## config.mk

```make
export PLATFORM = sky130hd
export DESIGN_NAME = cpr_front
export DESIGN_NICKNAME = d
export VERILOG_FILES = /design/src/cpr_pkg.sv /design/src/cpr_front.sv
export SDC_FILE = /design/constraint.sdc
export NUM_CORES = 1
export LEC_CHECK = 0
export ABC_AREA = 1
export BUFFER_PORTS_ARGS = -buffer_cell sky130_fd_sc_hd__buf_2
export CAP_MARGIN = 20
export CORE_AREA = 2 2 215 217
export CTS_BUF_LIST = sky130_fd_sc_hd__clkbuf_4 sky130_fd_sc_hd__clkbuf_8 sky130_fd_sc_hd__clkbuf_16
export CTS_CLUSTER_DIAMETER = 150
export CTS_CLUSTER_SIZE = 14
export DETAILED_ROUTE_END_ITERATION = 16
export DIE_AREA = 0 0 217 219
export PLACE_DENSITY_LB_ADDON = 0.12
export RECOVER_POWER = 25
export SLEW_MARGIN = 0
export SYNTH_ARGS = -nofsm -noshare
export SYNTH_HDL_FRONTEND = slang
export SYNTH_SLANG_ARGS = --single-unit
```

## constraint.sdc

```tcl
create_clock -name clk -period 18.2 [get_ports clk]
set_input_delay 2.73 -clock clk [delete_from_list [all_inputs] [get_ports clk]]
set_output_delay 2.73 -clock clk [all_outputs]
set_load 0.05 [all_outputs]
```

## src/cpr_pkg.sv

```systemverilog
package cpr_pkg;

    localparam int PORT_COUNT  = 4;
    localparam int DATA_BLOCKS = 1024;
    localparam int BLOCK_BYTES = 32;

    localparam int WORD_W  = 64;
    localparam int BLOCK_W = BLOCK_BYTES * 8;

    // save store: one row holds a whole block, port-major
    localparam int ROWS   = PORT_COUNT * DATA_BLOCKS;
    localparam int ROW_W  = (ROWS > 1) ? $clog2(ROWS) : 1;
    localparam int ECHO_W = (PORT_COUNT > 1) ? $clog2(PORT_COUNT) : 1;

    localparam logic [10:0] ECHO_BLOCK   = 11'h400;
    localparam logic [10:0] RUMBLE_BLOCK = 11'h600;

    localparam logic [7:0] CRC_POLY = 8'h85;
    localparam logic [7:0] CRC_TOP  = 8'h80;

    // 32 data bytes plus one appended zero byte
    localparam int CRC_STEPS = BLOCK_BYTES + 1;
    localparam int CRC_CNT_W = $clog2(CRC_STEPS);

    localparam int CMD_DEPTH = 2;

    localparam logic OP_READ  = 1'b0;
    localparam logic OP_WRITE = 1'b1;

    typedef enum logic [1:0] {
        TGT_NONE,
        TGT_STORE,
        TGT_ECHO,
        TGT_RUMBLE
    } target_t;

    typedef enum logic [2:0] {
        BK_CLEAR,
        BK_IDLE,
        BK_ACCESS,
        BK_CRC,
        BK_HOLD
    } back_state_t;

    typedef struct packed {
        logic               write_op;
        logic [1:0]         port;
        target_t            target;
        logic [ROW_W-1:0]   row;
        logic               rumble_on;
        logic [BLOCK_W-1:0] data;
    } cmd_t;

    typedef struct packed {
        logic [1:0]         port;
        logic [BLOCK_W-1:0] rdata;
        logic [7:0]         crc;
        logic               rumble_update;
        logic               rumble_on;
    } result_t;

    typedef struct packed {
        logic clearing;
    } back_status_t;

    // eight MSB-first shifts of the CRC register
    function automatic logic [7:0] crc8_byte(input logic [7:0] crc_in, input logic [7:0] din);
        logic [7:0] r;
        logic       fb;
        r = crc_in;
        for (int b = 7; b >= 0; b--)
        begin
            fb = ((r & CRC_TOP) != 8'h00);
            r  = {r[6:0], din[b]} ^ (fb ? CRC_POLY : 8'h00);
        end
        return r;
    endfunction

endpackage

```

## src/cpr_front.sv

```systemverilog
module cpr_front import cpr_pkg::*;
(
    input  logic         clk,
    input  logic         rst_n,
    input  logic         push,
    output logic         full,
    input  logic         opcode,
    input  logic [1:0]   port,
    input  logic [15:0]  pak_address,
    input  logic [63:0]  write_data_0,
    input  logic [63:0]  write_data_1,
    input  logic [63:0]  write_data_2,
    input  logic [63:0]  write_data_3,
    input  back_status_t status,
    output logic         cmd_valid,
    input  logic         cmd_ready,
    output cmd_t         cmd
);

    cmd_t       q_reg [CMD_DEPTH];
    logic       wr_ptr_reg, wr_ptr_next;
    logic       rd_ptr_reg, rd_ptr_next;
    logic [1:0] cnt_reg, cnt_next;

    logic        accept, deq;
    logic        write_op, port_ok;
    logic [10:0] blk;
    logic [12:0] row_full;
    cmd_t        new_cmd;

    // classify
    always_comb
    begin
        write_op = (opcode == OP_WRITE);
        blk      = pak_address[15:5];
        port_ok  = (3'(port) < 3'(PORT_COUNT));
        row_full = 13'(port) * 13'(DATA_BLOCKS) + 13'(blk);

        new_cmd.write_op  = write_op;
        new_cmd.port      = port;
        new_cmd.row       = row_full[ROW_W-1:0];
        new_cmd.data      = write_op ? {write_data_0, write_data_1, write_data_2, write_data_3}
                                     : '0;
        new_cmd.rumble_on = 1'b0;
        new_cmd.target    = TGT_NONE;
        if (port_ok)
        begin
            if (blk == ECHO_BLOCK)
                new_cmd.target = TGT_ECHO;
            else if (blk < 11'(DATA_BLOCKS))
                new_cmd.target = TGT_STORE;
            else if (blk == RUMBLE_BLOCK && write_op)
            begin
                new_cmd.target    = TGT_RUMBLE;
                new_cmd.rumble_on = (write_data_0[63:56] != 8'h00);
            end
        end
    end

    assign full      = (cnt_reg == 2'(CMD_DEPTH)) || status.clearing;
    assign accept    = push && !full;
    assign cmd_valid = (cnt_reg != 2'd0);
    assign deq       = cmd_valid && cmd_ready;
    assign cmd       = q_reg[rd_ptr_reg];

    always_comb
    begin
        wr_ptr_next = accept ? ~wr_ptr_reg : wr_ptr_reg;
        rd_ptr_next = deq ? ~rd_ptr_reg : rd_ptr_reg;
        cnt_next    = cnt_reg + 2'(accept) - 2'(deq);
    end

    always_ff @(posedge clk or negedge rst_n)
    begin
        if (!rst_n)
        begin
            wr_ptr_reg <= 1'b0;
            rd_ptr_reg <= 1'b0;
            cnt_reg    <= 2'd0;
        end
        else
        begin
            wr_ptr_reg <= wr_ptr_next;
            rd_ptr_reg <= rd_ptr_next;
            cnt_reg    <= cnt_next;
        end
    end

    always_ff @(posedge clk)
    begin
        if (accept)
            q_reg[wr_ptr_reg] <= new_cmd;
    end

    a_cnt_bound: assert property (@(posedge clk) disable iff (!rst_n)
        cnt_reg <= 2'(CMD_DEPTH))
        else $error("command queue overfilled");

    a_no_take_clear: assert property (@(posedge clk) disable iff (!rst_n)
        status.clearing |-> !accept)
        else $error("beat taken during store clear");

    a_ptr_track: assert property (@(posedge clk) disable iff (!rst_n)
        (cnt_reg == 2'd1) == (wr_ptr_reg != rd_ptr_reg))
        else $error("queue pointers out of step with count");

endmodule

```

Word level (Yosys, flattened, before mapping)
Memory sizes are Yosys's and may differ from the RTL's. Index checks and enable logic that the tools add are counted.

Equal/unequal tests: 3. Magnitude comparators: 1. Mux-type cells: 9. Reductions and logical operators: 7. Bitwise logic cells: 2. $add $sub $neg: 3.

Operators by type and width (count): two-way mux 256 bit (1); equality test 11 bit (second input constant) (2); adder 12 x 11 -> 12 bit (1); less-than comparator 11 bit (second input constant) (1); nonzero test 8 bit (1); two-way mux 2 bit (3); two-way mux 1 bit (5); logical AND 1 bit (3); adder 2 x 1 -> 2 bit (1); equality test 2 bit (second input constant) (1); inverter 1 bit (2); nonzero test 2 bit (1); subtractor 2 x 1 -> 2 bit (1); logical NOT 1 bit (1); logical OR 1 bit (1).

Memory bits (writable): 548. Output and inout bits: 276. Register bits after elaboration: 4. Memories kept: 1.

Memories: q_reg (words 2, bits a word 274, read ports 1, clocked after memory_dff 0, wr ports 1, line cpr_front.sv:20) `cmd_t q_reg [CMD_DEPTH];`.

Logic depth before layout (Yosys ltp)
Word-level depth: 6. Gate-level depth with buffers: 7.

Least setup slack after synthesis
No wires, ideal clock.

Path type: input -> register. Start point: input status. End point: memory q_reg[0][0] (netlist bit), enable pin. Path buffers: 0. Stages on the path: 3. Setup time: 916 ps. Setup slack: 2987 ps. Data required time: 17284 ps. Data arrival time: 14297 ps. Cell sequence: inv_1 nand3_1 nor2_1.

Word-level cells in the longest chain between the ends: 5.

Ends and longest elaborated chain: start, declared (line cpr_front.sv:14) `input back_status_t status,`; logical OR 1 bit (line cpr_front.sv:60) `assign full = (cnt_reg == 2'(CMD_DEPTH)) || status.clearing;`; logical NOT 1 bit (line cpr_front.sv:61) `assign accept = push && !full;`; logical AND 1 bit (line cpr_front.sv:61); two-way mux 1 bit (line cpr_front.sv:91) `if (accept)`; two-way mux 1 bit (not written as such) (line cpr_front.sv:92) `q_reg[wr_ptr_reg] <= new_cmd;`; end, declared (line cpr_front.sv:20).

Every way passes these cells.

==> qor.txt <==
DRT Wirelength -> 55330 um
Slew HR -> -2.390
postcts setup bufs -> 0
Reg clk slew, reported paths -> 60 ps
starting density of the core -> 0.4974
Post-Route Utilization -> 0.5904
Detailed Place HPWL -> 35680 um
maximum clock frequency -> 0.1173 GHz
most frequent cell after synthesis -> nand2_1
Cells after Synth -> 2020
top cells by count, synth -> nand2_1 (1090), edfxtp_1 (548), inv_1 (262)
Max Cap Viol -> 2
Worst-Margin Slew -> 5085 ps
TritonCTS clock tree -> yes
max FFs per register -> 548
final setup violation count -> 0
Post-DP Area -> 25470 um2
vias in the first global route -> 14660
DRT iter0 DRCs -> 1054
Mapped Nets -> 2303
critical path arrival -> 8940 ps
CP max stage delay -> 3500 ps
io pins -> 556
Clock Path Buffers -> 3
first-pass GRT wire length -> 81920 um
Root Driver -> clkbuf_16
Final nets -> 2825
CP endpoint kind -> flop
Most used DFF post-synth -> edfxtp_1
initial antenna violation count -> 19
worst min-delay path category -> reg2reg
CTS buffer count -> 45
core area -> 45090 um2
Hold Buf Count CTS -> 0
Syn Area/Cell -> 11.10 um2
DR vias -> 15070
top cells by area, synth -> edfxtp_1 (73%), nand2_1 (18%), inv_1 (4.4%), buf_4 (1.4%), buf_2 (0.76%)
post-synthesis cell area -> 22430 um2
Slew Viols, Final -> 169
number of synthesized flops with an enable pin -> 548
Die Width -> 217 um
Crit path required time -> 18610 ps
# H-tree levels -> 2
First-pass DRT Iterations -> 5
PwrDens -> 170.6 nW/um2
P&R area growth vs syn -> 18.69%
Post-synth ARST share -> 0.007246
vias per cell -> 4.768
worst skew pair latency -> 550 ps
leading area contributor after synthesis -> edfxtp_1
worst path cell trace -> clkbuf_1, clkbuf_1, nand2_1, inv_1
Routed Antenna Nets -> 0
largest net degree at the start of global routing -> 168
failing checks -> capacitance limit, slew limit
Worst VDD drop -> 0.1198 mV
most frequent CP cell -> clkbuf_1
Hold WS -> 536.1 ps
Period Utilization, post-route -> 0.4685
Final Hold Viols -> 0
post-cts sizing count -> 0
RSZ-0062 raised after global routing -> no
flops & latches, synth -> 552
Seq/Total Area, Yosys -> 0.7381
post-layout min period -> 8527 ps
row cnt -> 78
DIE AREA -> 47520 um2
critical path startpoint category -> primary input
status -> complete, but fails checks
Clock Skew -> 9.123 ps
remaining design rule violation count -> 0
chip height -> 219 um
Avg WL per Cell -> 17.50 um
leakage -> 13.09 nW
Final Cell Area -> 26620 um2
critical path's slowest cell -> clkbuf_1
Yosys cell types -> 16
post-synth top area share -> 0.7337
Port Buffers -> 550
Setup CP Type -> in2reg
Pwr Total -> 4.542 mW
fraction of layout cells with a size suffix above 1 -> 0.2370
grt ovf -> 0
crit-path max FO -> 106
GRT Resource Usage Total -> 0.2261
setup_tns -> 0 ps
Yosys Warn Count -> 0
RePlAce Congestion -> 0.7820
number of clock sinks -> 552
## layout by cell type, fill, tap and decap left out, drive strengths merged
| master | n |
|---|---|
| or2 | 1 |
| xor2 | 3 |
| nor3 | 2 |
| o21ai | 1 |
| inv | 264 |
| buf | 547 |
| dfrtp | 4 |
| nand3 | 1 |
| nand2 | 1090 |
| edfxtp | 548 |
| ha | 3 |
| nor2 | 12 |
| diode | 12 |
| clkbuf | 71 |
| xnor2 | 2 |
## report_power, final
part	total, mW	leakage (nW)	switching (mW)	internal (mW)
logic	2.03	7.35	1.67	0.364
registers	1.64	5.14	0.0608	1.58
clock network	0.866	0.596	0.411	0.455
## per-layer routing
metal  track usage  part of all wire
met5             0            0.0017
met1        0.2735              0.39
met3       0.06459             0.081
met4       0.08539             0.031
met2        0.3856              0.50
## cells by family (layout without fill, tap and decap cells)
group | after synthesis | in the layout | synth area share
AND/OR/NAND/NOR | 1106 | 1106 | 0.1854
flip-flops | 552 | 552 | 0.7381
buffers and inverters | 353 | 882 | 0.07263
XOR/XNOR | 5 | 5 | 0.001953
adder cells (fa/ha/maj) | 3 | 3 | 0.001674
AO/OA/AOI/OAI | 1 | 1 | 0.0002229
other | 0 | 12 | 0
## worst max-delay path, delay by kind of cell
family | cells | cell delay [ps]
buf+inv | 3 | 5900
simple gates | 1 | 180
## area by class of cell
| cell class | instances | area [um2] |
|---|---|---|
| fill | 3834 | 18470 |
| sequential | 552 | 16560 |
| clock buffer | 53 | 1186 |
| clock inverter | 1 | 8.758 |
| timing repair buffer | 565 | 2848 |
| antenna | 12 | 30.03 |
| tap | 600 | 750.7 |
| multi-input combinational | 1115 | 4244 |
| inverter | 263 | 994.7 |
## through the flow
stage	worst slack, ps	cells
after floorplan	2987	2020
after global placement	11570	3093
after detailed placement	11570	3095
after CTS	10950	3149
after global routing	9057	3158
final	9673	3161
## path summary, 6_finish.rpt
check | slack (ps) | startpoint | end | cells past startpoint
max reg2reg | 14150 | cnt_reg[1] | q_reg[1][155] | 5
min in group asynchronous | 1990 | rst_n | cnt_reg[0] | 1
min | 540 | cnt_reg[0] | cnt_reg[0] | 1
max in group asynchronous | 16000 | rst_n | rd_ptr_reg | 1
min reg2reg | 540 | cnt_reg[0] | cnt_reg[0] | 1
max | 9670 | opcode | q_reg[0][31] | 4
Note: power is estimated with default switching activity, not from simulation.
